<file path="src/design/aots_pkg.sv">
// Package for the alphabet order topological sort block.
// Holds sizes, transfer payload types, operation codes and controller interface types.
// No dependencies.
`timescale 1ns / 1ps
package aots_pkg;
    localparam int MAX_WORD_LEN = 64;
    localparam int MAX_EDGES    = 256;
    localparam int LETTERS      = 26;
    localparam int POS_W        = $clog2(MAX_WORD_LEN);
    localparam int EDGE_W       = $clog2(MAX_EDGES);
    localparam int LET_W        = 5;

    localparam logic [1:0] OP_LETTER = 2'd0;
    localparam logic [1:0] OP_END    = 2'd1;
    localparam logic [1:0] OP_LIST   = 2'd2;

    typedef struct packed {
        logic [1:0] operation;
        logic [4:0] letter;
    } t_in;

    typedef struct packed {
        logic [4:0] order_letter;
        logic       present;
        logic       last;
    } t_out;

    typedef enum logic [10:0] {
        S_IDLE  = 11'b00000000001,
        S_CMP   = 11'b00000000010,
        S_COPYR = 11'b00000000100,
        S_COPYW = 11'b00000001000,
        S_MARKR = 11'b00000010000,
        S_MARKW = 11'b00000100000,
        S_SCAN  = 11'b00001000000,
        S_DEQ   = 11'b00010000000,
        S_EDGE  = 11'b00100000000,
        S_EMIT  = 11'b01000000000,
        S_CLEAR = 11'b10000000000
    } t_state;

    typedef struct packed {
        logic take;      // store letter, read previous word at position
        logic cmp;       // compare step
        logic end_word;  // finish word bookkeeping
        logic copy_rd;
        logic copy_wr;
        logic mark_rd;
        logic mark_wr;
        logic scan;
        logic deq;
        logic edge_rd;
        logic edge_step;
        logic emit;
        logic clear;
        logic cnt_rst;
        logic head_rst;  // rewind queue head before emitting
    } t_cmd;

    typedef struct packed {
        logic cur_nonzero;
        logic copy_done;
        logic mark_done;
        logic scan_done;
        logic queue_empty;
        logic edge_done;
        logic emit_last;
    } t_sts;
endpackage

</file>
<file path="src/design/aots_ram.sv">
// Generic single-port-write, single-read RAM with registered read.
// No dependencies.
`timescale 1ns / 1ps
module aots_ram #(
    parameter int WIDTH = 8,
    parameter int DEPTH = 16
) (
    input  logic                     i_clk,
    input  logic                     i_we,
    input  logic [$clog2(DEPTH)-1:0] i_waddr,
    input  logic [WIDTH-1:0]         i_wdata,
    input  logic [$clog2(DEPTH)-1:0] i_raddr,
    output logic [WIDTH-1:0]         o_rdata
);
    logic [WIDTH-1:0] r_mem [DEPTH];
    always_ff @(posedge i_clk) begin
        if (i_we) begin
            r_mem[i_waddr] <= i_wdata;
        end
        o_rdata <= r_mem[i_raddr];
    end
endmodule

</file>
<file path="src/design/aots_datapath.sv">
// Datapath: word stores, edge list, indegrees, seen set, Kahn queue.
// Depends on aots_pkg and aots_ram.
`timescale 1ns / 1ps
module aots_datapath (
    input  logic             i_clk,
    input  logic             i_rst_n,
    input  aots_pkg::t_in    i_item,
    input  aots_pkg::t_cmd   i_cmd,
    output aots_pkg::t_sts   o_sts,
    output aots_pkg::t_out   o_res
);
    import aots_pkg::*;

    logic [POS_W:0]    r_prev_len, n_prev_len;
    logic [POS_W:0]    r_cur_pos, n_cur_pos;
    logic              r_diff, n_diff;
    logic [LETTERS-1:0] r_seen, n_seen;
    logic [EDGE_W:0]   r_indeg [LETTERS];
    logic [EDGE_W:0]   r_edge_cnt;
    logic [POS_W:0]    r_idx;
    logic [EDGE_W:0]   r_eidx;
    logic [4:0]        r_fill, r_head;
    logic [4:0]        r_deq;
    logic [4:0]        r_letter;
    logic              r_cmp_ok;
    logic [LET_W-1:0]  r_q [LETTERS];

    logic [LET_W-1:0]  w_prev_rd, w_cur_rd;
    logic [2*LET_W-1:0] w_edge_rd;
    logic              w_edge_we;
    logic [POS_W-1:0]  w_prev_raddr;
    logic [LET_W-1:0]  w_a;
    logic [4:0]        w_d;

    // prev word read address: take uses current position, copy/mark sweep idx
    assign w_prev_raddr = i_cmd.take ? r_cur_pos[POS_W-1:0] : r_idx[POS_W-1:0];

    aots_ram #(.WIDTH(LET_W), .DEPTH(MAX_WORD_LEN)) u_prev (
        .i_clk  (i_clk),
        .i_we   (i_cmd.copy_wr),
        .i_waddr(r_idx[POS_W-1:0] - POS_W'(1)),
        .i_wdata(w_cur_rd),
        .i_raddr(w_prev_raddr),
        .o_rdata(w_prev_rd)
    );

    aots_ram #(.WIDTH(LET_W), .DEPTH(MAX_WORD_LEN)) u_cur (
        .i_clk  (i_clk),
        .i_we   (i_cmd.take && r_cur_pos < (POS_W+1)'(MAX_WORD_LEN)),
        .i_waddr(r_cur_pos[POS_W-1:0]),
        .i_wdata(i_item.letter),
        .i_raddr(r_idx[POS_W-1:0]),
        .o_rdata(w_cur_rd)
    );

    assign w_a = w_prev_rd;
    assign w_edge_we = i_cmd.cmp && r_cmp_ok && (w_a != r_letter) &&
                       r_edge_cnt < (EDGE_W+1)'(MAX_EDGES);

    aots_ram #(.WIDTH(2*LET_W), .DEPTH(MAX_EDGES)) u_edge (
        .i_clk  (i_clk),
        .i_we   (w_edge_we),
        .i_waddr(r_edge_cnt[EDGE_W-1:0]),
        .i_wdata({w_a, r_letter}),
        .i_raddr(r_eidx[EDGE_W-1:0]),
        .o_rdata(w_edge_rd)
    );

    assign w_d = w_edge_rd[LET_W-1:0];

    always_comb begin
        n_prev_len = r_prev_len;
        n_cur_pos  = r_cur_pos;
        n_diff     = r_diff;
        n_seen     = r_seen;
        if (i_cmd.take && r_cur_pos < (POS_W+1)'(MAX_WORD_LEN)) begin
            n_cur_pos = r_cur_pos + 1'b1;
        end
        if (i_cmd.cmp && r_cmp_ok) begin
            n_seen[w_a]      = 1'b1;
            n_seen[r_letter] = 1'b1;
            if (w_a != r_letter) begin
                n_diff = 1'b1;
            end
        end
        if (i_cmd.mark_wr) begin
            n_seen[w_prev_rd] = 1'b1;
        end
        if (i_cmd.end_word) begin
            n_prev_len = r_cur_pos;
            n_cur_pos  = '0;
            n_diff     = 1'b0;
        end
        if (i_cmd.clear) begin
            n_prev_len = '0;
            n_cur_pos  = '0;
            n_diff     = 1'b0;
            n_seen     = '0;
        end
    end

    always_ff @(posedge i_clk) begin
        if (!i_rst_n) begin
            r_prev_len <= '0;
            r_cur_pos  <= '0;
            r_diff     <= 1'b0;
            r_seen     <= '0;
            r_edge_cnt <= '0;
            for (int i = 0; i < LETTERS; i++) begin
                r_indeg[i] <= '0;
            end
        end else begin
            r_prev_len <= n_prev_len;
            r_cur_pos  <= n_cur_pos;
            r_diff     <= n_diff;
            r_seen     <= n_seen;
            if (w_edge_we) begin
                r_edge_cnt        <= r_edge_cnt + 1'b1;
                r_indeg[r_letter] <= r_indeg[r_letter] + 1'b1;
            end
            if (i_cmd.edge_step && r_eidx - 1'b1 < r_edge_cnt &&
                w_edge_rd[2*LET_W-1:LET_W] == r_deq && r_indeg[w_d] != '0) begin
                r_indeg[w_d] <= r_indeg[w_d] - 1'b1;
            end
            if (i_cmd.clear) begin
                r_edge_cnt <= '0;
                for (int i = 0; i < LETTERS; i++) begin
                    r_indeg[i] <= '0;
                end
            end
        end
    end

    // sweep counters, queue and compare staging
    always_ff @(posedge i_clk) begin
        if (i_cmd.take) begin
            r_letter <= i_item.letter;
            r_cmp_ok <= r_cur_pos < (POS_W+1)'(MAX_WORD_LEN) && r_prev_len != '0 &&
                        !r_diff && r_cur_pos < r_prev_len;
        end
        if (i_cmd.cnt_rst) begin
            r_idx  <= '0;
            r_eidx <= '0;
            r_fill <= '0;
            r_head <= '0;
        end
        if (i_cmd.head_rst) begin
            r_head <= '0;
        end
        if (i_cmd.copy_rd || i_cmd.mark_rd) begin
            r_idx <= r_idx + 1'b1;
        end
        if (i_cmd.scan) begin
            if (r_seen[r_idx[4:0]] && r_indeg[r_idx[4:0]] == '0) begin
                r_q[r_fill] <= r_idx[4:0];
                r_fill      <= r_fill + 1'b1;
            end
            r_idx <= r_idx + 1'b1;
        end
        if (i_cmd.deq) begin
            r_deq  <= r_q[r_head];
            r_head <= r_head + 1'b1;
            r_eidx <= '0;
        end
        if (i_cmd.edge_rd) begin
            r_eidx <= r_eidx + 1'b1;
        end
        if (i_cmd.edge_step && r_eidx - 1'b1 < r_edge_cnt &&
            w_edge_rd[2*LET_W-1:LET_W] == r_deq && r_indeg[w_d] == (EDGE_W+1)'(1) &&
            r_fill < 5'(LETTERS)) begin
            r_q[r_fill] <= w_d;
            r_fill      <= r_fill + 1'b1;
        end
        if (i_cmd.emit) begin
            r_head <= r_head + 1'b1;
        end
    end

    assign o_sts.cur_nonzero = r_cur_pos != '0;
    assign o_sts.copy_done   = r_idx >= r_cur_pos;
    assign o_sts.mark_done   = r_idx >= r_prev_len;
    assign o_sts.scan_done   = r_idx[4:0] == 5'(LETTERS - 1);
    assign o_sts.queue_empty = r_head >= r_fill;
    assign o_sts.edge_done   = r_eidx >= r_edge_cnt;
    assign o_sts.emit_last   = r_fill == '0 || r_head + 1'b1 >= r_fill;

    assign o_res.order_letter = (r_fill == '0) ? 5'd0 : r_q[r_head];
    assign o_res.present      = r_fill != '0;
    assign o_res.last         = o_sts.emit_last;
endmodule

</file>
<file path="src/design/aots_ctrl.sv">
// Controller state machine sequencing word handling and the Kahn sort.
// Depends on aots_pkg.
`timescale 1ns / 1ps
module aots_ctrl (
    input  logic           i_clk,
    input  logic           i_rst_n,
    input  logic           i_valid,
    output logic           o_stall,
    input  aots_pkg::t_in  i_item,
    output logic           o_valid,
    input  logic           i_stall,
    input  aots_pkg::t_sts i_sts,
    output aots_pkg::t_cmd o_cmd
);
    import aots_pkg::*;

    t_state r_state, n_state;
    logic   r_endw, n_endw;
    logic   r_edge_live, n_edge_live;
    logic   w_acc, w_ok;

    assign o_stall = r_state != S_IDLE;
    assign w_acc   = i_valid && r_state == S_IDLE;
    assign w_ok    = i_item.letter < 5'(LETTERS) &&
                     (i_item.operation == OP_LETTER || i_item.operation == OP_END);
    assign o_valid = r_state == S_EMIT;

    always_comb begin
        n_state     = r_state;
        n_endw      = r_endw;
        n_edge_live = 1'b0;
        o_cmd       = '0;
        unique case (r_state)
            S_IDLE: begin
                if (w_acc && w_ok) begin
                    o_cmd.take = 1'b1;
                    n_endw     = i_item.operation == OP_END;
                    n_state    = S_CMP;
                end else if (w_acc && i_item.operation == OP_LIST) begin
                    o_cmd.cnt_rst = 1'b1;
                    n_state       = i_sts.cur_nonzero ? S_COPYR : S_MARKR;
                end
            end
            S_CMP: begin
                o_cmd.cmp = 1'b1;
                if (r_endw) begin
                    o_cmd.cnt_rst = 1'b1;
                    n_state       = S_COPYR;
                end else begin
                    n_state = S_IDLE;
                end
            end
            S_COPYR: begin
                // address idx issued; write lands next cycle at idx-1
                o_cmd.copy_rd = 1'b1;
                n_state       = S_COPYW;
            end
            S_COPYW: begin
                o_cmd.copy_wr = 1'b1;
                if (i_sts.copy_done) begin
                    o_cmd.end_word = 1'b1;
                    o_cmd.cnt_rst  = 1'b1;
                    n_state        = r_endw ? S_IDLE : S_MARKR;
                    n_endw         = 1'b0;
                end else begin
                    n_state = S_COPYR;
                end
            end
            S_MARKR: begin
                if (i_sts.mark_done) begin
                    o_cmd.cnt_rst = 1'b1;
                    n_state       = S_SCAN;
                end else begin
                    o_cmd.mark_rd = 1'b1;
                    n_state       = S_MARKW;
                end
            end
            S_MARKW: begin
                o_cmd.mark_wr = 1'b1;
                n_state       = S_MARKR;
            end
            S_SCAN: begin
                o_cmd.scan = 1'b1;
                if (i_sts.scan_done) begin
                    n_state = S_DEQ;
                end
            end
            S_DEQ: begin
                if (i_sts.queue_empty) begin
                    o_cmd.head_rst = 1'b1;
                    n_state        = S_EMIT;
                end else begin
                    o_cmd.deq = 1'b1;
                    n_state   = S_EDGE;
                end
            end
            S_EDGE: begin
                o_cmd.edge_step = r_edge_live;
                if (i_sts.edge_done) begin
                    n_state = S_DEQ;
                end else begin
                    o_cmd.edge_rd = 1'b1;
                    n_edge_live   = 1'b1;
                end
            end
            S_EMIT: begin
                if (!i_stall) begin
                    o_cmd.emit = 1'b1;
                    if (i_sts.emit_last) begin
                        o_cmd.clear = 1'b1;
                        n_state     = S_CLEAR;
                    end
                end
            end
            S_CLEAR: begin
                o_cmd.cnt_rst = 1'b1;
                n_state       = S_IDLE;
            end
            default: n_state = S_IDLE;
        endcase
    end

    always_ff @(posedge i_clk) begin
        if (!i_rst_n) begin
            r_state     <= S_IDLE;
            r_endw      <= 1'b0;
            r_edge_live <= 1'b0;
        end else begin
            r_state     <= n_state;
            r_endw      <= n_endw;
            r_edge_live <= n_edge_live;
        end
    end
endmodule

</file>
<file path="src/design/alphabet_order_topological_sort_top.sv">
// Alphabet order topological sort block.
// Input channel: one letter item per transfer (operation, letter); operation
// end of list starts the sort. Output channel: the derived order, one letter
// per transfer, last flagged; an empty order gives one transfer with present 0.
// Each letter is stored and compared with the previous word; a word-ending
// letter also copies the word, letter by letter, into the previous-word store.
// End of list: an unfinished word is copied, the last word's letters marked
// seen, all letters scanned, then for each queued letter the whole edge list is
// walked via the single edge memory read port; then the results are emitted.
// The input is stalled while the block works or results are pending.
// A stalled result holds; the block waits until it is taken.
// Reset (synchronous, active low) clears all control state, indegrees
// and the edge count at once; no clearing pass is needed.
// After the last result all list state is cleared.
// Depends on aots_pkg, aots_ctrl, aots_datapath.
`timescale 1ns / 1ps
module alphabet_order_topological_sort_top (
    input  logic           i_clk,
    input  logic           i_rst_n,
    input  logic           i_valid,
    output logic           o_stall,
    input  aots_pkg::t_in  i_data,
    output logic           o_valid,
    input  logic           i_stall,
    output aots_pkg::t_out o_data
);
    import aots_pkg::*;

    t_cmd w_cmd;
    t_sts w_sts;

    aots_ctrl u_ctrl (
        .i_clk  (i_clk),
        .i_rst_n(i_rst_n),
        .i_valid(i_valid),
        .o_stall(o_stall),
        .i_item (i_data),
        .o_valid(o_valid),
        .i_stall(i_stall),
        .i_sts  (w_sts),
        .o_cmd  (w_cmd)
    );

    aots_datapath u_dp (
        .i_clk  (i_clk),
        .i_rst_n(i_rst_n),
        .i_item (i_data),
        .i_cmd  (w_cmd),
        .o_sts  (w_sts),
        .o_res  (o_data)
    );
endmodule

</file>
<file path="config.mk">
export PLATFORM = sky130hd
export DESIGN_NAME = alphabet_order_topological_sort_top
export DESIGN_NICKNAME = d
export VERILOG_FILES = /design/src/design/aots_pkg.sv /design/src/design/aots_ram.sv /design/src/design/aots_datapath.sv /design/src/design/aots_ctrl.sv /design/src/design/alphabet_order_topological_sort_top.sv
export SDC_FILE = /design/constraint.sdc
export NUM_CORES = 2
export LEC_CHECK = 0
export ABC_CLOCK_PERIOD_IN_PS = 6000
export BUFFER_PORTS_ARGS = -buffer_cell sky130_fd_sc_hd__clkbuf_2
export CORE_ASPECT_RATIO = 0.6
export CORE_MARGIN = 2
export CORE_UTILIZATION = 57
export DETAILED_ROUTE_END_ITERATION = 10
export PLACE_DENSITY = 0.83
export SLEW_MARGIN = 20
export SYNTH_ARGS = -nofsm -noshare
export SYNTH_HDL_FRONTEND = slang
export SYNTH_SLANG_ARGS = --single-unit
</file>
<file path="constraint.sdc">
create_clock -name i_clk -period 6 [get_ports i_clk]
set_input_delay 0.3 -clock i_clk [delete_from_list [all_inputs] [get_ports i_clk]]
set_output_delay 0.3 -clock i_clk [all_outputs]
set_load 0.03 [all_outputs]
</file>
### Word-level counts from Yosys, hierarchy flattened

Memories as Yosys holds them, arrays and structs flattened. A register that Yosys moved wholly into a read port is not among the register bits.
Index checks and enable logic that the tools add are counted.

| storage, ports and cells | value |
|---|---|
| register bits after elaboration | 100 |
| bits in writable memories | 3564 |
| input port bits | 11 |
| output and inout port bits | 9 |
| logic and storage cells | 265 |
| memories | 5 |

Memory list:

| name | words | bits a word | read ports | clocked after Yosys merged registers in | write ports | line | text |
|---|---|---|---|---|---|---|---|
| u_dp.u_edge.r_mem | 256 | 10 | 1 | 1 | 1 | aots_ram.sv:15 | `logic [WIDTH-1:0] r_mem [DEPTH];` |
| u_dp.u_cur.r_mem | 64 | 5 | 1 | 1 | 1 | aots_ram.sv:15 |  |
| u_dp.u_prev.r_mem | 64 | 5 | 1 | 1 | 1 | aots_ram.sv:15 |  |
| u_dp.r_indeg | 26 | 9 | 3 | 2 | 26 | aots_datapath.sv:18 | `logic [EDGE_W:0] r_indeg [LETTERS];` |
| u_dp.r_q | 26 | 5 | 1 | 1 | 1 | aots_datapath.sv:26 | `logic [LET_W-1:0] r_q [LETTERS];` |

| operators by class | value |
|---|---|
| add/sub/neg operators | 10 |
| order comparisons | 16 |
| equal/unequal tests | 25 |
| muxes and demuxes | 121 |
| bitwise logic cells | 31 |
| reductions and logical operators | 42 |

Operators with widths:

| kind | count |
|---|---|
| $mux 9 | 31 |
| $pmux 11 s10 | 1 |
| $mux 5 | 17 |
| $or 26x26->26 | 3 |
| $mux 11 | 7 |
| $mux 26 | 2 |
| $mux 1 | 48 |
| $mux 7 | 4 |
| $add 9x1->9 const B | 3 |
| $or 1x1->1 | 27 |
| $logic_and 1x1->1 | 19 |
| $lt 5x6->1 const B | 3 |
| $reduce_or 9->1 | 2 |
| $sub 9x1->9 const B | 2 |
| $add 7x1->7 const B | 2 |
| $ge 7x7->1 | 2 |
| $reduce_bool 7->1 | 2 |
| $eq 11x1->1 const B | 1 |
| $eq 11x10->1 const B | 1 |
| $eq 11x11->1 const B | 1 |
| $eq 11x2->1 const B | 1 |
| $eq 11x3->1 const B | 1 |
| $eq 11x4->1 const B | 1 |
| $eq 11x5->1 const B | 1 |
| other kinds (48) | 63 |

### Depth between registers and ports, before layout

| depth | value |
|---|---|
| depth after elaboration | 12 |
| depth in mapped cells | 19 |
| gate-level depth less buffers | 15 |

### Hierarchy

Synthesis repeated with hierarchy kept, for this count alone.

| unflattened totals | value |
|---|---|
| cell total of the unflattened synthesis | 8603 |
| area total of the unflattened synthesis | 156490.1 µm² |

Modules (own cells, without submodules):

| module | instances | cells each | area each (µm²) |
|---|---|---|---|
| aots_ram (u_dp.u_edge) | 1 | 4642 | 99253.9 |
| aots_datapath | 1 | 2634 | 30840.8 |
| aots_ram (u_dp.u_cur ...) | 2 | 610 | 12768.5 |
| aots_ctrl | 1 | 107 | 858.3 |

### Least setup slack after synthesis

No wires, ideal clock.

| timing path | value |
|---|---|
| path kind | reg-to-reg |
| from | reg u_dp.r_letter[3] |
| to | mem u_dp.u_edge.r_mem[63][0] (netlist bit) (enable) |
| arrival time | 5.935 ns |
| required time | 5.596 ns |
| slack | -0.339 ns |
| stages on the path, launching flop included | 9 |
| buffers on the path | 2 |
| period minus slack after synthesis | 6.339 ns |
| path through | edfxtp_1 > clkbuf_1 > xnor2_1 > nand3_1 > nor3_1 > nor3_1 > clkbuf_1 > nand3_1 > nor4_1 |

| on the way | value |
|---|---|
| word-level cells in the longest chain between the ends | 5 |

RTL lines:

| what | line | text |
|---|---|---|
| start: declaration | aots_datapath.sv:24 | `logic [4:0] r_letter;` |
| start signal: assignment | aots_datapath.sv:137 | `r_letter <= i_item.letter;` |
| $ne 5x5->1 | aots_datapath.sv:57 | `assign w_edge_we = i_cmd.cmp && r_cmp_ok && (w_a != r_letter) &&` |
| $logic_and 1x1->1 (2 in a row) | aots_datapath.sv:57 |  |
| $mux 1 | aots_ram.sv:17 | `if (i_we) begin` |
| $mux 1 (implied by the code) | aots_ram.sv:18 | `r_mem[i_waddr] <= i_wdata;` |
| end: declaration | aots_ram.sv:15 |  |

No other way between the ends.

### Worst setup path after layout

| timing path | value |
|---|---|
| from | reg u_dp.r_eidx[0] |
| to | mem u_dp.r_q[24][0] (enable) |

| on the way | value |
|---|---|
| word-level cells in the longest chain between the ends | 9 |

RTL lines:

| what | line | text |
|---|---|---|
| start: declaration | aots_datapath.sv:21 | `logic [EDGE_W:0] r_eidx;` |
| start signal: assignment | aots_datapath.sv:166 | `r_eidx <= r_eidx + 1'b1;` |
| $sub 9x1->9 | aots_datapath.sv:168 | `if (i_cmd.edge_step && r_eidx - 1'b1 < r_edge_cnt &&` |
| $lt 9x9->1 | aots_datapath.sv:168 |  |
| $logic_and 1x1->1 (2 in a row) | aots_datapath.sv:168 |  |
| $logic_and 1x1->1 (2 in a row) | aots_datapath.sv:169 | `w_edge_rd[2*LET_W-1:LET_W] == r_deq && r_indeg[w_d] == (EDGE_W+1)'(1) &&` |
| $mux 1 | aots_datapath.sv:168 |  |
| $mux 1 (implied by the code) | aots_datapath.sv:171 | `r_q[r_fill] <= w_d;` |
| $or 1x1->1 (no source line) | - |  |
| end: declaration | aots_datapath.sv:26 |  |

No other way between the ends.

==> impl_metrics.ini <==
[run_status]
status = complete, no violations

[critical_path]
r2r-start = u_dp.r_eidx[0]
reg2reg_slack_ns = 0.32
r2r_end = u_dp.r_q[24][0]
cp_max_fo = 10
r2r_cells = 15
arrival_ns = 6.18
cp-start-kind = register
worstSetupEndpointType = register
cp_data_required_time_ns = 6.50
path_class = register to register

[clock_tree]
cts_tree = done
cts_resized = 0
clock_latency_ns = 0.90
clk_pin_slew_worst_paths_ns = 0.08
htree_levels = 5
clock_path_buffers = 4
cts_sinks = 3753
cts-hold-fix-buffers = 7
postCtsSetupRepairBufs = 0
cts_buffers = 326
cts-root-buf = clkbuf_16

[logic_synthesis]
synth_cells = 7925
ys_async_sr_fraction_pct = 0
synth_flop_cell = edfxtp_1
ys_seq_elements = 3753
synth_area_sq_mm = 0.1534
syn_avg_cell_area_sq_um = 19.36
syn_nets = 8003
yosysSeqAreaShare_pct = 72.79
synth_edf_count = 3650
ys_types = 89
yosysWarnings = 0

[cells_and_area]
syn2layout_area_growth_pct = 9.968
nNetsFinal = 8149
stdcell_area_sq_mm = 0.1687
layout-drive-gt1-share_pct = 24.47

[sta]
hold_ws_ns = 0.07620
rsz0062_at_grt = no
skew_ns = 0.06828
fin_crit_sh_pct = 94.64
worst_pin_slew_ns = 1.232
period_minus_slack_ns = 5.679
slew_viol_final = 0
timing.final.setup_violations = 0
relSlewSlack_pct = 17.28
hold_viol = 0
fmax_ghz = 0.1761

[pwr]
power.density_mw_per_mm2 = 384.0
ir_worst_vdd_mv = 0.3477
p_int_mw = 46.16
comb_power_share_pct = 17.6
p_leak_nw = 52.97
p_total_mw = 64.78
swShare_pct = 28.74
p_clk_share_pct = 33.0
p_seq_share_pct = 49.4
net-switching-power_mw = 18.62

[placed_design]
gp_congestion = 1.019
portBuffers = 19
dpl_cell_area_sq_mm = 0.1580
hpwl_um = 272200

[drt]
vias = 86250
first_pass_iters = 9
drt_wl_total_um = 447600
drt_iter0_markers = 16450
ant_nets = 0
drc_errors = 0
wire_per_inst_um = 37.62
viasPerCell = 7.248

[global_routing]
grtUsageTotal_pct = 32.61
grt_pass1_wl_um = 629600
grt_pass1_vias = 83400
grt_start_max_net_pins = 134
grt-ovfl-total = 0
grt_antenna_before_repair = 37

[hold_path]
min_to = u_ctrl.r_state[0]
hold_depth = 6
hold_start = i_data[6]
hold_path_class = primary input to register

[floorplanning]
coreArea_sq_mm = 0.2676
die_area_sq_mm = 0.2734
start_util_pct = 57.32
fp.dieW_um = 673.7
row_count = 147
io_pins = 20
die_h_um = 405.8

[run]
maxCapViolCount = 0
power groups by stage:
stage	registers, mW	logic (mW)	clock network [mW]
6_report	32.0	11.4	21.4
5_1_grt	32.0	11.7	22.2
4_1_cts	32.0	10.9	21.4
3_5_place_dp	32.5	10.7	0
3_3_place_gp	32.5	10.4	0
2_1_floorplan	32.8	6.18	0
synthesized netlist by cell type, types with 37 or more instances:
cell | count | area share (%)
nand2_1 | 404 | 0.99
inv_1 | 63 | 0.15
a21oi_1 | 113 | 0.37
nand3_1 | 148 | 0.48
clkbuf_1 | 231 | 0.57
and3_1 | 41 | 0.17
edfxtp_1 | 3650 | 71
a22oi_1 | 51 | 0.25
o22ai_1 | 52 | 0.21
mux4_2 | 1090 | 16
buf_2 | 114 | 0.37
xnor2_1 | 37 | 0.21
o21ai_0 | 53 | 0.17
ha_1 | 67 | 0.55
dfxtp_1 | 103 | 1.3
buf_1 | 58 | 0.14
nor3_1 | 63 | 0.21
nor4_1 | 58 | 0.24
nor2_1 | 845 | 2.1
a311oi_1 | 37 | 0.21
mux2i_1 | 167 | 1.1
state kept, by name (all words and copies together), names as in the netlist, named ones only:
signal	count
u_dp.u_prev.o_rdata	5
u_dp.r_diff	1
u_dp.u_cur.o_rdata	5
u_dp.r_prev_len	7
u_dp.u_cur.r_mem	320
u_dp.u_prev.r_mem	320
u_dp.r_head	5
u_ctrl.r_edge_live	1
u_dp.r_letter	5
u_dp.r_indeg	288
u_dp.r_seen	26
u_ctrl.r_state	11
u_dp.r_eidx	9
u_dp.u_edge.o_rdata	10
u_dp.r_q	130
u_dp.r_deq	5
u_dp.r_edge_cnt	9
u_ctrl.r_endw	1
u_dp.u_edge.r_mem	2560
u_dp.r_idx	7
u_dp.r_cur_pos	7
u_dp.r_fill	5
u_dp.r_cmp_ok	1
routing by layer:
metal / wire length, um / GRT usage, %
met1: 159900 / 47.34
met2: 192600 / 45.82
met5: 462 / 0.5473
met4: 14550 / 8.579
met3: 80070 / 13.88
cell families (layout without fill, tap and decap cells):
| group | after synthesis | in the layout | synth area share [%] |
|---|---|---|---|
| buffers and inverters | 539 | 932 | 1.632 |
| and+or+nand+nor | 1734 | 1734 | 4.942 |
| DFF | 3753 | 3753 | 72.79 |
| muxes | 1302 | 1302 | 17.56 |
| xor gates and xnor gates | 57 | 57 | 0.3254 |
| AOI/OAI and AO/OA | 473 | 473 | 2.205 |
| other | 0 | 5 | 0 |
| adders and majority gates | 67 | 67 | 0.5465 |
critical path: stages (launching register included):
cell       delay [ns]
edfxtp_1         0.46
inv_1            0.14
ha_1             0.20
nor3b_1          0.33
nand2_1          0.15
xnor2_1          0.16
ha_1             0.24
or4_1            0.52
o2111ai_1        0.16
a21oi_1          0.15
nor3_1           0.65
buf_4            0.25
nand3_1          0.10
o32ai_2          0.68
nand2_1          0.37
nor2_1           0.75
through the flow:
| stage | utilization [%] | setup TNS [ns] | std cells | setup WS [ns] |
|---|---|---|---|---|
| floorplan | - | -39.57 | 7925 | -0.09137 |
| global placement | 59.02 | 0 | 11310 | 0.5472 |
| detailed placement | 59.05 | 0 | 11310 | 0.5127 |
| CTS | 62.96 | 0 | 11890 | 0.4696 |
| global route | 63.03 | 0 | 11900 | 0.07777 |
| finish | 63.04 | 0 | 11900 | 0.3214 |
how the worst max path moves through the flow:
| stage | slack (ns) | end | start |
|---|---|---|---|
| after floorplan | -0.09 | u_dp.u_edge.r_mem[105][0] | u_dp.r_letter[3] |
| after CTS | 0.47 | u_dp.r_q[1][1] | u_dp.r_eidx[0] |
| after global routing | 0.08 | u_dp.r_q[24][0] | u_dp.r_eidx[0] |
| after detailed placement | 0.51 | u_dp.r_q[1][4] | u_dp.r_eidx[0] |
| after global placement | 0.55 | u_dp.r_q[3][3] | u_dp.r_eidx[0] |
| final | 0.32 | u_dp.r_q[24][0] | u_dp.r_eidx[0] |
layout make-up:
type                            count  area [sq um]
Tap cell                         3576          4474
Fill cell                       17010         98910
Multi-Input combinational cell   3633         39520
Timing Repair Buffer              284          2298
Clock buffer                      391          8537
Antenna cell                        5         12.51
Inverter                           73         274.0
Sequential cell                  3753        111700
Clock inverter                    184          1864
layout by cell type (no fill, tap or decap), types with 67 or more instances in the layout:
master,instances
dfxtp_1,87
edfxtp_1,3650
mux2i_1,167
nand2_1,404
buf_4,240
a21oi_1,112
nand3_1,142
clkbuf_16,330
nor2_2,76
nor2_1,769
mux4_2,1090
ha_1,67
Power figures use the tool's default switching activity.
